### src/hw/rtl/rts_ram.sv
// ----------------------------------------------------------------------------
// rts_ram
// Generic single-write, single-read RAM with registered read data.
// ----------------------------------------------------------------------------
module rts_ram #(
  parameter int unsigned Width = 8,
  parameter int unsigned Depth = 256
) (
  input  logic                     clk_i,
  input  logic                     we_i,
  input  logic [$clog2(Depth)-1:0] waddr_i,
  input  logic [Width-1:0]         wdata_i,
  input  logic [$clog2(Depth)-1:0] raddr_i,
  output logic [Width-1:0]         rdata_o
);

  logic [Width-1:0] mem_q [Depth];

  always_ff @(posedge clk_i) begin
    if (we_i) begin
      mem_q[waddr_i] <= wdata_i;
    end
    rdata_o <= mem_q[raddr_i];
  end

endmodule

### config.mk
export PLATFORM = sky130hd
export DESIGN_NAME = rts_ram
export DESIGN_NICKNAME = d
export VERILOG_FILES = /design/src/hw/rtl/rts_ram.sv
export SDC_FILE = /design/constraint.sdc
export NUM_CORES = 2
export LEC_CHECK = 0
export BUFFER_PORTS_ARGS = -buffer_cell sky130_fd_sc_hd__buf_2
export CAP_MARGIN = 20
export CORE_ASPECT_RATIO = 2
export CORE_MARGIN = 2
export CORE_UTILIZATION = 35
export CTS_CLUSTER_DIAMETER = 150
export CTS_CLUSTER_SIZE = 16
export DETAILED_ROUTE_END_ITERATION = 10
export GPL_TIMING_DRIVEN = 1
export PLACE_DENSITY_LB_ADDON = 0.3
export SKIP_CTS_REPAIR_TIMING = 1
export SLEW_MARGIN = 20
export SYNTH_ARGS = -nofsm -noshare
export SYNTH_HDL_FRONTEND = slang
export SYNTH_SLANG_ARGS = --single-unit
### constraint.sdc
create_clock -name clk_i -period 2.7 [get_ports clk_i]
set_clock_uncertainty 0.2 [all_clocks]
set_input_delay 0.405 -clock clk_i [delete_from_list [all_inputs] [get_ports clk_i]]
set_output_delay 0.405 -clock clk_i [all_outputs]
set_load 0.01 [all_outputs]
==> flow_summary.yaml <==
outcome:
  status: "complete, no violations"
sta:
  setup_viol: 0
  hold_viol: 0
  tightest_slew_ps: 884
  fmax_mhz: 376
  rsz0062_at_grt: "false"
  worst_slack_ps: 43.8
  fin_hold_ws_ps: 137
  drv_slew: 0
  maxSlewHeadroom: 0.409
  period_share: 0.984
  period_needed_ps: 2660
run:
  cap_violations: 0
global_routing:
  grt_start_max_net_pins: 85
  first_global_vias: 42800
  grt_pass1_wl_mm: 319
  antenna_found_initial: 11
  gr-total-overflow: 0
  track_usage: 0.194
placed_design:
  numPortBuffers: 33
  post-place-ws_ps: -1240
  hpwl_mm: 159
  place_congestion: 0.887
logic_synthesis:
  async_flop_share: 0
  synth-xor-area-share: 0
  yosysTopAreaCell: "edfxtp_1"
  synth-simple-area-share: 0.0263
  synth_most_common_cell: "edfxtp_1"
  synth_top_area_share: 0.773
  synth_cell_type_count: 55
  synthAdderAreaFrac: 0
  synth_area_leaders: "edfxtp_1 (77%), mux4_2 (13%), mux2i_1 (1.7%), nor2_1 (1.3%), a22oi_1 (1.3%)"
  synth_fp_nets: 3759
  syn_avg_cell_area_um2: 21.3
  synth_top_family_by_area: "multiplexers"
  synth_edf_count: 2048
  synthTopCellsByCount: "edfxtp_1 (2048), mux4_2 (454), nor2_1 (282)"
  synthMuxAreaShare: 0.146
  synth_seq_area_share: 0.775
  syn_area_um2: 79600
  yosys_most_used_dff: "edfxtp_1"
  syn_inst: 3733
  yosysWarnings: 0
  ys_ff_latch: 2056
  synth_compound_area_frac: 0.0342
cells_and_area:
  fillCellCount: 19900
  regArea_um2: 61700
  multi_input_area_um2: 16600
  final_nets: 4505
  drive_above_1_share: 0.326
  area_growth_pct: 17.6
cts:
  cts_tree: "built"
  cts.path.max_buffers: 4
  clk_pin_slew_ps: 80
  cts_buffers: 154
  cts.htree.levels: 4
  insertion_delay_ps: 830
  cts_root_buf: "clkbuf_16"
  cts.sinks: 2056
setup_path:
  cp_data_required_time_ps: 3190
  cp_max_fo: 1
  cp-end-kind: "register"
  cp-start-kind: "register"
  arrival_ps: 3140
  path_class: "register to register"
routing:
  ant_nets: 0
  num_vias: 40300
  routed_wl_mm: 226
  dr.first_iter.drc_count: 3265
  drcViolationCount: 0
  wl_per_cell_um: 30.1
  dr.pass1.iters: 5
  viasPerCell: 5.38
pwr:
  powerDensity_nw_per_um2: 644
  leakage_nw: 29.9
  ir_worst_vdd_uv: 490
  power_mw: 60.2
floorplan:
  die_h_um: 678
  dieArea_um2: 231000
  die_x_um: 341
  initial_utilization: 0.352
  num_rows: 247
  top_level_ports: 34
  fp.coreArea_um2: 226000
worst_hold_path:
  hp-class: "input pin to register"
## cells in the final DEF (no fill, tap or decap), drive strengths merged, types with 2 or more instances in the layout
master,n
a211oi,16
nor4,27
a311oi,2
nand2b,8
nor2b,31
dlygate4sd3,8
o32ai,5
buf,815
nor2,282
nor3,22
and2,6
diode,5
o22a,5
mux2i,134
nand2,33
a22oi,133
o21ai,12
and3b,2
edfxtp,2048
a2111oi,5
inv,5
o211ai,10
a31oi,2
nand3b,2
clkbuf,173
dfxtp,8
nand4,10
o221ai,47
mux4,456
a21oi,96
a221oi,14
o22ai,28
or2,4
nand3,34
a22o,8
## sequential cells by signal, summed over array words and instances (netlist names)
signal   cells
mem_q     2048
rdata_o      8
## final timing paths
kind,from,endpoint,slack (ps),depth (start not counted)
hold reg to reg,mem_q[150][4]$_DFFE_PP_,rdata_o[4]$_DFF_P_,940,5
setup reg to reg,mem_q[136][1]$_DFFE_PP_,rdata_o[1]$_DFF_P_,40,6
hold / removal,waddr_i[2],mem_q[222][1]$_DFFE_PP_,140,4
setup / recovery,mem_q[136][1]$_DFFE_PP_,rdata_o[1]$_DFF_P_,40,6
## worst max-delay path, cell delays in order (launching register included)
cell and delay, ps:
edfxtp_1 400, mux4_2 530, mux4_2 490, nor2_1 150
a2111oi_1 130, nor3_1 510, nor4_1 120
## routing by layer
| metal | GRT usage | share of wire | vias to the layer above |
|---|---|---|---|
| li1 | - | - | 17000 |
| met1 | 0.202 | 0.33 | 21700 |
| met2 | 0.378 | 0.57 | 1165 |
| met3 | 0.0185 | 0.039 | 409 |
| met4 | 0.102 | 0.060 | 10 |
| met5 | 0 | 0.00027 | - |
## cell type report
cell class / count / share of cell area
antenna: 5 / 0.000134
timing repair buffer: 823 / 0.0796
multi-input combinational: 1442 / 0.178
sequential: 2056 / 0.659
clock inverter: 3 / 0.000281
inverter: 2 / 0.0000803
tap: 2988 / 0.0400
clock buffer: 173 / 0.0431
## power by group
| part | total [mW] | switching (mW) | internal, mW |
|---|---|---|---|
| Clock | 21.1 | 10.5 | 10.5 |
| Combinational | 4.00 | 2.39 | 1.62 |
| Sequential | 35.2 | 0.0474 | 35.1 |
| Total | 60.2 | 13.0 | 47.3 |
## stage by stage
step	area, um^2	util	instances	setup TNS [ps]
6_report	93500	0.413	7492	0
5_1_grt	93500	0.413	7488	0
4_1_cts	93300	0.413	7479	-1300
3_5_place_dp	89300	0.395	7303	-7730
3_3_place_gp	89300	0.395	7303	-8460
2_1_floorplan	79600	-	3733	0
## cells by family (layout without fill, tap and decap cells)
family / Yosys count / after routing
other: 0 / 5
AOI/OAI and AO/OA: 385 / 385
DFF: 2056 / 2056
and+or+nand+nor: 466 / 466
buffers and inverters: 235 / 1001
muxes: 591 / 591
No activity file was read; power rests on OpenSTA's default activity.
